`src/sv/e2q_pkg.sv`:
```
package e2q_pkg;

  typedef struct packed {
    logic signed [23:0] angle_x;
    logic signed [23:0] angle_y;
    logic signed [23:0] angle_z;
  } e2q_in_t;

  typedef struct packed {
    logic signed [15:0] quat_w;
    logic signed [15:0] quat_x;
    logic signed [15:0] quat_y;
    logic signed [15:0] quat_z;
  } e2q_out_t;

  localparam int unsigned AngleW = 24;
  localparam int unsigned OutW   = 16;
  localparam int unsigned CordW  = 33;
  localparam logic signed [CordW-1:0] CordicGainQ30 = 33'sd652032874;
  localparam logic signed [CordW-1:0] Q30Half = 33'sd536870912;

  localparam logic [31:0] AtanTurns [30] = '{
    32'h20000000, 32'h12E4051D, 32'h09FB385B, 32'h051111D4, 32'h028B0D43, 32'h0145D7E1,
    32'h00A2F61E, 32'h00517C55, 32'h0028BE53, 32'h00145F2E, 32'h000A2F98, 32'h000517CC,
    32'h00028BE6, 32'h000145F3, 32'h0000A2F9, 32'h0000517C, 32'h000028BE, 32'h0000145F,
    32'h00000A2F, 32'h00000517, 32'h0000028B, 32'h00000145, 32'h000000A2, 32'h00000051,
    32'h00000028, 32'h00000014, 32'h0000000A, 32'h00000005, 32'h00000002, 32'h00000001
  };

  // One CORDIC cell state for one angle.
  typedef struct packed {
    logic signed [CordW-1:0] x;
    logic signed [CordW-1:0] y;
    logic signed [CordW-1:0] z;
    logic [1:0]              quad;
  } e2q_rot_t;

endpackage

```
`src/sv/e2q_cell.sv`:
```
// One CORDIC rotation cell; handed to the next cell each cycle that en is high.
module e2q_cell #(
  parameter int unsigned IDX = 0
) (
  input  logic              clk,
  input  logic              en,
  input  e2q_pkg::e2q_rot_t din,
  output e2q_pkg::e2q_rot_t dout
);
  import e2q_pkg::*;

  logic signed [CordW-1:0] xs;
  logic signed [CordW-1:0] ys;
  logic signed [CordW-1:0] at;

  assign xs = din.x >>> IDX;
  assign ys = din.y >>> IDX;
  assign at = $signed({1'b0, AtanTurns[IDX]});

  always_ff @(posedge clk) begin
    if (en) begin
      dout.quad <= din.quad;
      if (!din.z[CordW-1]) begin
        dout.x <= din.x - ys;
        dout.y <= din.y + xs;
        dout.z <= din.z - at;
      end else begin
        dout.x <= din.x + ys;
        dout.y <= din.y - xs;
        dout.z <= din.z + at;
      end
    end
  end
endmodule

```
`config.mk`:
```
export PLATFORM = sky130hd
export DESIGN_NAME = e2q_cell
export DESIGN_NICKNAME = d
export VERILOG_FILES = /design/src/sv/e2q_pkg.sv /design/src/sv/e2q_cell.sv
export SDC_FILE = /design/constraint.sdc
export NUM_CORES = 1
export LEC_CHECK = 0
export BUFFER_PORTS_ARGS = -buffer_cell sky130_fd_sc_hd__clkbuf_2
export CELL_PAD_IN_SITES_DETAIL_PLACEMENT = 1
export CELL_PAD_IN_SITES_GLOBAL_PLACEMENT = 1
export CORE_MARGIN = 5
export CORE_UTILIZATION = 38
export CTS_BUF_LIST = sky130_fd_sc_hd__clkbuf_4 sky130_fd_sc_hd__clkbuf_8
export DETAILED_ROUTE_END_ITERATION = 6
export PLACE_DENSITY = 0.87
export SLEW_MARGIN = 20
export SYNTH_ARGS = -nofsm -noshare
export SYNTH_HDL_FRONTEND = slang
export SYNTH_SLANG_ARGS = --single-unit
```
`constraint.sdc`:
```
create_clock -name clk -period 2.5 [get_ports clk]
set_input_delay 0.125 -clock clk [delete_from_list [all_inputs] [get_ports clk]]
set_output_delay 0.125 -clock clk [all_outputs]
set_load 0.05 [all_outputs]
```
# == Word level (Yosys, flattened, before mapping) ==
# Index checks and enable logic that the tools add are counted.
# Widths: inputs -> output; s select.
# op_classes
n_addsub,5
mux,1
# ops
operator,n
$mux 99,1
$sub 33x33->33,2
$add 33x31->33 const B,1
$add 33x33->33,1
$sub 33x31->33 const B,1
# totals
reg_bits,101
output_inout_bits,101
inputBits,103
word_cells,10

# == Depth between registers and ports, before layout ==
# Gate-level depths: netlist of run 1.
# logic_depth
depth_word,2
depth_mapped,13
mapped_depth_nobuf,13

# == Worst setup path after synthesis of run 1 ==
# Ideal clock, no wire load.
# synth_timing
path_kind,input -> register
from,input din[39] (netlist name)
to,register dout[98] (netlist name) (data pin)
setup_time_ns,0.270
t_required_ns,2.230
path_slack_ns,-0.125
n_path_buf,1
stages,13
arrival_ns,2.355
cell_sequence,inv_1 -> ha_1 -> buf_2 -> and2_1 -> a221oi_2 -> a21oi_1 -> nor3_1 -> nor4_1 -> nor4_2 -> o221ai_1 -> nand2b_1 -> a32oi_1 -> xor2_1
# synth_via
elab_chain_cells,2
word_cells_on_any_way,3
classes_between,add/sub: 2; mux: 1
# synth_rtl
item,line_no,source
"start, declared",e2q_cell.sv:7,"input e2q_pkg::e2q_rot_t din,"
$sub 33x33->33 or $add 33x33->33 (tied branches),"e2q_cell.sv:24, e2q_cell.sv:28",
$mux 99 *,e2q_cell.sv:23,if (!din.z[CordW-1]) begin
"end, declared",e2q_cell.sv:8,output e2q_pkg::e2q_rot_t dout
# Every way passes the cells marked *; elsewhere a longest branch is shown, timed or not.
# A chain may end at the register's enable or synchronous reset.

# == Worst setup path in the final report of run 1 ==
# layout_timing
from,input din[70] (netlist name)
to,register dout[50] (netlist name) (data pin)
# layout_via
elab_chain_cells,2
word_cells_on_any_way,3
classes_between,add/sub: 2; mux: 1
# layout_rtl
item,line_no
$add 33x33->33 or $sub 33x33->33 (tied branches),"e2q_cell.sv:25, e2q_cell.sv:29"
$mux 99 *,e2q_cell.sv:23
# Marks and branches as above.

==> run_results.csv, run 1 <==
group,metric,value,unit
logic_synthesis,synth_edf_count,100,
timing,rsz0062_at_grt,"true",
floorplan,row_count,55,
final_layout,reg.largest.list,"dout: 100 flops",
timing,hold_slack,0.105,ns
logic_synthesis,ys_top_cells_by_area,"edfxtp_1 (35%), ha_1 (14%), a21oi_1 (6.7%)",
final_layout,multiInputGateArea,5980,µm²
route,wl_met3,3060,µm
timing,worst_pin_slew,0.761,ns
floorplan,initial_core_util,0.383,
critical_path,cp_max_fo,6,
final_layout,fill_cells,2569,
final_layout,drive_above_1_share,0.447,
logic_synthesis,synth-simple-area-share,0.122,
clocking,clock_tree.buffer_depth,2,
place,dpl_worst_slack,-0.852,ns
timing,fin_crit,2.70,ns
critical_path,crit_type,"input port to flip-flop",
job,drv_cap,0,
global_routing,grt_pass1_vias,10200,
logic_synthesis,synth.distinct_cells,80,
clocking,cts_tree,"built",
run_status,violations,"negative setup slack",
clocking,path_clk_slew,0.11,ns
route,drcViolationCount,0,
final_layout,seq_area,3000,µm²
critical_path,crit_end,"dout[50]",
logic_synthesis,synth_mux_area_frac,0.0116,
pwr,p_per_area,535,nW/µm²
critical_path,crit_start,"din[70]",
global_routing,grt_pass1_wl,56100,µm
place,place.detailed.hpwl,26600,µm
logic_synthesis,yosysTopAreaCellShare,0.348,
logic_synthesis,synth_xor_xnor_area_share,0.0651,
timing,fmax,0.371,GHz
timing,slew_headroom,0.492,
final_layout,top_register,"dout",
logic_synthesis,ys_seq_elements,100,
final_layout,nets,1640,
run_status,outcome,"finished with violations",
timing,hold_violations,0,
place,gp_congestion,0.928,
final_layout,area_growth,56.7,%
clocking,cts_root_buffer,"clkbuf_8",
timing,slew_violations,0,
critical_path,end_kind,"flip-flop",
place,place_inst,1649,
global_routing,grt-ovfl-total,0,
pwr,power_leakage,6.20,nW
critical_path,worstPathArrival,2.89,ns
place,io_buffers,203,
route,wl_per_cell,24.8,µm
logic_synthesis,synth_async_sr_flop_share,0,
timing,setup_violations,18,
place,place_area,11700,µm²
route,wl_met2,21300,µm
floorplan,core_area,22500,µm²
clocking,clkSinkCount,100,
logic_synthesis,synthAdderAreaFrac,0.152,
pwr,power,7.23,mW
logic_synthesis,yosys.area.top_type,"edfxtp_1",
hold_path,hp-class,"input port to flip-flop",
clocking,numCtsBuffers,9,
route,vias_per_cell,5.77,
logic_synthesis,seq_area_frac_synth,0.348,
timing,worst_slack,-0.197,ns
floorplan,die_w,161,µm
route,finalWirelength,42800,µm
timing,fin_crit_sh,1.08,
critical_path,required,2.69,ns
logic_synthesis,syn_area_per_cell,9.01,µm²
global_routing,grt_max_degree,85,
final_layout,final_cells,1725,
logic_synthesis,synth_top_family_by_area,"compound AO/OA/AOI/OAI gates",
route,maxUsedRoutingLayer,"met4",
final_layout,largest_reg_flops,100,
logic_synthesis,synth_fp_nets,1161,
route,drt-met1-wl,15700,µm
floorplan,num_io_pins,204,
route,antenna_left,0,
hold_path,hp-start,"din[32]",
clocking,htree_levels,3,
route,vias,9961,
global_routing,antenna_found_initial,0,
route,drt-pass1-iter-count,5,
logic_synthesis,synthesis.area,8620,µm²
final_layout,post-route-cell-area,13500,µm²
logic_synthesis,ys.flop_type,"edfxtp_1",
logic_synthesis,synth_common_cells,"a21oi_1 (115), edfxtp_1 (100), ha_1 (98), inv_1 (98), nor2_1 (88)",
logic_synthesis,synth_warnings,0,
route,first_iter_violations,758,
pwr,vdd_drop_max,274,µV
global_routing,grt_usage,0.271,
logic_synthesis,synth-compound-area-share,0.233,
critical_path,startpoint_type,"input port",
floorplan,die_y,161,µm
logic_synthesis,synth.most_common_cell,"a21oi_1",
final_layout,n_antenna_cell,0,
logic_synthesis,synth_cells,956,
floorplan,dieArea,25800,µm²
[cells by family (layout without fill, tap and decap cells)]
| logic type | count (synthesis) | in the layout |
|---|---|---|
| multiplexers | 10 | 10 |
| AND/OR/NAND/NOR | 224 | 224 |
| flip-flops | 100 | 100 |
| AO/OA/AOI/OAI | 308 | 308 |
| buffers and inverters | 148 | 632 |
| XOR/XNOR | 64 | 64 |
| adder cells (fa/ha/maj) | 102 | 102 |
[worst min-delay path by stage]
| stage | slack (ns) | end | depth (start not counted) |
|---|---|---|---|
| 6_report | 0.11 | dout[32] | 2 |
| 5_1_grt | 0.11 | dout[32] | 2 |
| 4_1_cts | 0.11 | dout[32] | 2 |
| 3_5_place_dp | 0.30 | dout[28] | 1 |
| 3_3_place_gp | 0.30 | dout[5] | 1 |
| 2_1_floorplan | 0.22 | dout[0] | 0 |
[report_power, final]
group | switching [mW] | total [mW] | leakage [nW] | internal (mW)
Combinational | 2.47 | 3.85 | 5.12 | 1.39
Clock | 0.745 | 1.14 | 0.101 | 0.399
Sequential | 0.0787 | 2.23 | 0.979 | 2.15
[placed cells by master (no fill, tap or decap), types with 7 or more instances in the layout]
cell and instances:
o21bai_1 15, inv_1 93, nor2b_1 7, ha_1 76, clkbuf_8 9, buf_6 19
edfxtp_1 100, a21oi_2 16, o211ai_1 8, nand2b_1 10, mux2i_1 10, buf_4 260
nor2_1 82, o21ai_1 8, a21o_1 19, nand3_1 13, o21ai_2 7, nand2_1 47
nor3_1 9, ha_4 16, dlygate4sd3_1 32, xnor2_1 56, o31ai_2 7, o21ai_0 40
a21oi_1 97, clkbuf_2 196
[final cells by class]
class / instances / area share
inverter: 104 / 0.0301
multi-input combinational: 708 / 0.443
clock buffer: 9 / 0.00917
timing repair buffer: 512 / 0.264
sequential: 100 / 0.222
tap: 285 / 0.0264
clock inverter: 7 / 0.00547
[timing repair]
action,4_1_cts,5_1_grt
endpoints found under the hold margin,32,0
hold buffers,32,0
setup buffers,10,24
gates cloned,0,0
gates resized for setup,83,132
pin swaps,34,90
setup endpoints to repair,34,34
[per-layer routing]
metal | up-vias | global-route usage
met5 | - | 0
met4 | 0 | 0.108
met3 | 190 | 0.0626
met2 | 547 | 0.478
met1 | 4876 | 0.318
li1 | 4348 | -
[critical path, cell delays in order]
cell and delay (ns):
clkbuf_2 0.16, ha_4 0.33, buf_6 0.14, nand2b_4 0.07, o311ai_4 0.11, a21oi_2 0.14, o41a_1 0.41, a221o_2 0.42
buf_6 0.14, o21ba_4 0.21, nor2_4 0.17, o32ai_1 0.13, xnor2_1 0.34
[per-stage QoR]
stage               TNS (ns)  utilization
global route           -2.79        0.600
floorplan           -0.00354            -
global placement      -18.37        0.520
CTS                   -0.219        0.566
detailed placement    -22.49        0.520
finish                 -1.80        0.600
(Power assumes the default switching activity.)
==> inputs of run 2 (changes only) <==
--- a/config.mk
+++ b/config.mk
@@ -6,12 +6,14 @@
 export NUM_CORES = 1
 export LEC_CHECK = 0
 export BUFFER_PORTS_ARGS = -buffer_cell sky130_fd_sc_hd__clkbuf_2
+export CAP_MARGIN = 20
 export CELL_PAD_IN_SITES_DETAIL_PLACEMENT = 1
 export CELL_PAD_IN_SITES_GLOBAL_PLACEMENT = 1
 export CORE_MARGIN = 5
 export CORE_UTILIZATION = 38
 export CTS_BUF_LIST = sky130_fd_sc_hd__clkbuf_4 sky130_fd_sc_hd__clkbuf_8
 export DETAILED_ROUTE_END_ITERATION = 6
+export GPL_TIMING_DRIVEN = 0
 export PLACE_DENSITY = 0.87
 export SLEW_MARGIN = 20
 export SYNTH_ARGS = -nofsm -noshare
==> run 2 against run 1 <==
Effect of this change: the flow finishes with violations (design-rule violations, negative setup slack); sequential power hardly changed; via count down 8.2%; final area fell by 9.9%; critical endpoint is now dout[66]; highest routed layer unchanged.
==> run_results.csv, run 2 (same netlist as run 1, synthesis figures left out) <==
group,metric,value,unit
timing,fmax,0.389,GHz
timing,slew_violations,0,
hold_path,holdPathStages,2,
final_layout,final_common_cell,"clkbuf_2",
timing,worst_slack,-0.0718,ns
floorplan,dieArea,25800,µm²
floorplan,initial_core_util,0.383,
timing,rsz0062_at_grt,"true",
global_routing,grt_pass1_wl,52600,µm
route,wl_per_cell,24.8,µm
timing,worst_pin_slew,1.08,ns
route,drt-pass1-iter-count,7,
final_layout,drive_above_1_share,0.365,
clocking,htree_levels,3,
global_routing,grt_usage,0.257,
clocking,cts_root_buffer,"clkbuf_8",
run_status,violations,"design-rule violations, negative setup slack",
critical_path,worstPathArrival,2.74,ns
pwr,p_per_area,568,nW/µm²
final_layout,reg.largest.list,"dout: 100 flops",
timing,fin_crit,2.57,ns
run_status,outcome,"finished with violations",
clocking,clock_tree.buffer_depth,2,
clocking,numCtsBuffers,9,
route,vias_per_cell,5.90,
final_layout,largest_reg_flops,100,
place,place.detailed.hpwl,24500,µm
final_layout,nets,1465,
pwr,vdd_drop_max,468,µV
timing,hold_slack,0.0360,ns
clocking,clkSinkCount,100,
final_layout,fill_cells,2588,
clocking,path_clk_slew,0.12,ns
floorplan,die_w,161,µm
global_routing,grt-ovfl-total,0,
timing,hold_violations,0,
critical_path,cp_max_fo,5,
global_routing,grt_pass1_vias,9208,
floorplan,die_y,161,µm
route,vias,9145,
critical_path,startpoint_type,"input port",
clocking,cts_tree,"built",
route,first_iter_violations,774,
route,antenna_left,0,
timing,slew_headroom,0.280,
final_layout,area_growth,41.3,%
final_layout,final_cell_mix,"clkbuf_2 (199), edfxtp_1 (100), a21oi_1 (94), inv_1 (87), nor2_1 (81)",
job,drv_cap,0,
critical_path,crit_type,"input port to flip-flop",
floorplan,num_io_pins,204,
critical_path,end_kind,"flip-flop",
timing,fin_crit_sh,1.03,
critical_path,required,2.67,ns
place,io_buffers,203,
floorplan,core_area,22500,µm²
global_routing,grt_max_degree,76,
global_routing,antenna_found_initial,0,
critical_path,crit_start,"din[76]",
place,dpl_worst_slack,-1.13,ns
place,gp_congestion,0.964,
pwr,power_leakage,5.27,nW
final_layout,n_antenna_cell,0,
final_layout,top_register,"dout",
timing,setup_violations,12,
hold_path,hp-class,"input port to flip-flop",
route,finalWirelength,38500,µm
floorplan,row_count,55,
hold_path,hp-start,"din[31]",
route,drcViolationCount,1,
run 2: area by class of cell:
class | instances | area (µm²) | area share
plain buffers | 40 | 273 | 0.0224
clock buffers | 9 | 124 | 0.0102
clock inverters | 7 | 78.8 | 0.00648
inverters | 104 | 417 | 0.0342
multi-input cells | 708 | 6000 | 0.493
flip-flops and latches | 100 | 3000 | 0.247
well taps | 285 | 357 | 0.0293
repair buffers | 297 | 1920 | 0.158
run 2: worst paths after layout:
check                       to  slack, ns
worst max-delay path  dout[66]      -0.07
worst min-delay path  dout[31]       0.04
run 2: what timing repair did:
| action | 4_1_cts | 5_1_grt |
|---|---|---|
| resized for setup | 133 | 113 |
| hold endpoints to repair | 31 | 0 |
| setup buffers | 23 | 38 |
| pin swaps | 51 | 63 |
| endpoints found under the setup margin | 32 | 32 |
| hold buffers | 31 | 0 |
| gates cloned | 0 | 1 |
run 2: per-layer routing:
| layer | vias to the layer above | wire, µm | GRT usage |
|---|---|---|---|
| li1 | 4002 | - | - |
| met1 | 4501 | 14700 | 0.310 |
| met2 | 531 | 19300 | 0.455 |
| met3 | 111 | 3120 | 0.0570 |
| met4 | 0 | 1320 | 0.0829 |
| met5 | - | 0 | 0 |
run 2: stage by stage:
stage               power [mW]  setup TNS [ns]   util  cells  area (µm²)
floorplan                 4.21        -0.00354      -    956        8640
global placement          4.96          -24.39  0.445   1444       10000
finish                    6.91          -0.463  0.541   1550       12200
CTS                       6.50         -0.0782  0.508   1512       11400
detailed placement        5.01          -25.72  0.446   1445       10000
global route              7.14           -1.16  0.541   1550       12200
run 2: power by group:
part | internal [mW] | switching [mW]
Sequential | 2.16 | 0.0826
Clock | 0.480 | 0.744
Combinational | 1.12 | 2.33
Total | 3.75 | 3.16
run 2: worst max-delay path, stage by stage:
cell	delay, ns
clkbuf_2	0.13
ha_4	0.27
buf_6	0.11
inv_6	0.05
a21o_1	0.19
a221o_1	0.39
buf_4	0.17
a221o_2	0.43
a21oi_4	0.20
a41o_1	0.28
or3_1	0.15
nand3_1	0.10
xnor2_1	0.15
==> inputs of run 3 (changes only) <==
--- a/config.mk
+++ b/config.mk
@@ -15,6 +15,7 @@
 export DETAILED_ROUTE_END_ITERATION = 6
 export GPL_TIMING_DRIVEN = 0
 export PLACE_DENSITY = 0.87
+export REMOVE_ABC_BUFFERS = 1
 export SLEW_MARGIN = 20
 export SYNTH_ARGS = -nofsm -noshare
 export SYNTH_HDL_FRONTEND = slang
==> run 3 against run 2 <==
Effect of this change: the run ends with negative setup slack left; global-route usage decreased by 2.0 points; first-iteration DRC count increased by 31%; power decreased by 1.3%; final area decreased by 0.61%; flip-flop and latch count did not move; non-clock buffer count shrank 22; utilization decreased by 0.33 points; fmax fell by 4.2%; sequential power about the same; clock power fell by 7%; worst setup slack lost 0.11 ns; sequential share of layout area up 0.15 points.
==> run_results.csv, run 3 (same netlist as run 1, synthesis figures left out) <==
group,metric,value,unit
run_status,outcome,"finished with violations",
run_status,violations,"negative setup slack",
floorplan,row_count,55,
pwr,power_leakage,5.20,nW
floorplan,die_y,161,µm
clocking,htree_levels,3,
clocking,clock_tree.buffer_depth,2,
critical_path,cp_slowest_cell,"o41ai_4",
global_routing,grt_pass1_wl,49400,µm
pwr,vdd_drop_max,254,µV
final_layout,post-route-cell-area,12100,µm²
floorplan,dieArea,25800,µm²
critical_path,crit_path_cell_trace,"clkbuf_2 -> inv_1 -> ha_4 -> inv_1 -> o31ai_4 -> a21oi_4 -> a21oi_2 -> and3b_2 -> o41ai_4 -> a2111oi_2 -> a21oi_1 -> o31ai_1 -> xnor2_1",
floorplan,die_w,161,µm
timing,fmax,0.373,GHz
final_layout,final_cell_mix,"clkbuf_2 (192), edfxtp_1 (100), a21oi_1 (98), inv_1 (91), nor2_1 (82)",
route,drcViolationCount,0,
final_layout,top_register,"dout",
final_layout,multiInputGateArea,6010,µm²
clocking,clkSinkCount,100,
job,drv_cap,0,
global_routing,met2_usage,0.407,
global_routing,grt_usage,0.237,
global_routing,grt_max_degree,97,
critical_path,crit_family,"compound AO/OA/AOI/OAI gates",
place,gp_congestion,0.926,
route,drt-pass1-iter-count,6,
critical_path,crit_type,"input port to flip-flop",
pwr,p_per_area,564,nW/µm²
final_layout,largest_reg_flops,100,
timing,slew_violations,0,
critical_path,required,2.64,ns
floorplan,initial_core_util,0.383,
final_layout,final_common_cell,"clkbuf_2",
critical_path,critPathBufInv,3,
global_routing,antenna_found_initial,0,
final_layout,nets,1443,
critical_path,cp_common_cell,"inv_1",
clocking,numCtsBuffers,9,
timing,worst_pin_slew,0.787,ns
place,place.detailed.hpwl,22900,µm
final_layout,seq_area,3000,µm²
route,first_iter_violations,1017,
critical_path,worstPathArrival,2.82,ns
route,vias_per_cell,6.00,
route,finalWirelength,36800,µm
timing,slew_headroom,0.470,
final_layout,fill_cells,2557,
clocking,cts_root_buffer,"clkbuf_8",
route,wl_per_cell,24.1,µm
critical_path,end_kind,"flip-flop",
global_routing,gr-usage-met3,0.0498,
pwr,power,6.82,mW
floorplan,core_area,22500,µm²
final_layout,drive_above_1_share,0.362,
critical_path,startpoint_type,"input port",
timing,fin_crit_sh,1.07,
place,place_area,9880,µm²
place,dpl_worst_slack,-1.13,ns
global_routing,grt-ovfl-total,0,
global_routing,met1_usage,0.301,
clocking,cts_tree,"built",
timing,rsz0062_at_grt,"true",
global_routing,grt_pass1_vias,8939,
global_routing,busiest_layer,"met2",
timing,hold_violations,0,
final_layout,n_antenna_cell,0,
route,antenna_left,0,
final_layout,area_growth,40.4,%
final_layout,reg.largest.list,"dout: 100 flops",
floorplan,num_io_pins,204,
critical_path,cp_max_fo,13,
critical_path,max_stage_delay,0.51,ns
timing,setup_violations,20,
route,vias,9165,
hold_path,hp-class,"input port to flip-flop",
timing,worst_slack,-0.184,ns
place,io_buffers,203,
timing,finalSetupTns,-1.62,ns
clocking,path_clk_slew,0.11,ns
timing,fin_crit,2.68,ns
[run 3: metal layers]
| layer | vias up | routed length, µm | share of wire |
|---|---|---|---|
| met4 | 0 | 1590 | 0.043 |
| met2 | 569 | 17700 | 0.48 |
| met3 | 146 | 3160 | 0.086 |
| li1 | 3958 | - | - |
| met5 | - | 0 | 0 |
| met1 | 4492 | 14400 | 0.39 |
[run 3: timing repair]
action	4_1_cts	5_1_grt
hold endpoints to repair	33	0
endpoints found under the setup margin	36	31
gates resized for setup	119	107
pin swaps	40	63
gates cloned	0	0
setup buffers	19	58
hold buffers	32	0
[run 3: path summary, 6_finish.rpt]
path	from	to	slack [ns]	cells past startpoint
worst max-delay path	din[41]	dout[99]	-0.18	13
worst min-delay path	din[31]	dout[31]	0.06	2
[run 3: layout make-up]
type                            count  area share
Inverter                          104      0.0341
Timing Repair Buffer              315       0.174
Multi-Input combinational cell    708       0.497
Clock buffer                        9      0.0102
Tap cell                          285      0.0295
Clock inverter                      7     0.00703
Sequential cell                   100       0.248
[run 3: through the flow]
stage	util	std cells	hold WS, ns
after floorplan	-	912	0.224
after global placement	0.435	1400	0.302
after detailed placement	0.439	1403	0.304
after CTS	0.495	1470	0.0420
after global routing	0.538	1528	0.0482
final	0.538	1528	0.0565
[run 3: power breakdown]
| group | total, mW | internal, mW | switching (mW) |
|---|---|---|---|
| registers | 2.24 | 2.16 | 0.0828 |
| clock network | 1.14 | 0.481 | 0.659 |
| logic | 3.44 | 1.13 | 2.31 |
| total | 6.82 | 3.77 | 3.05 |
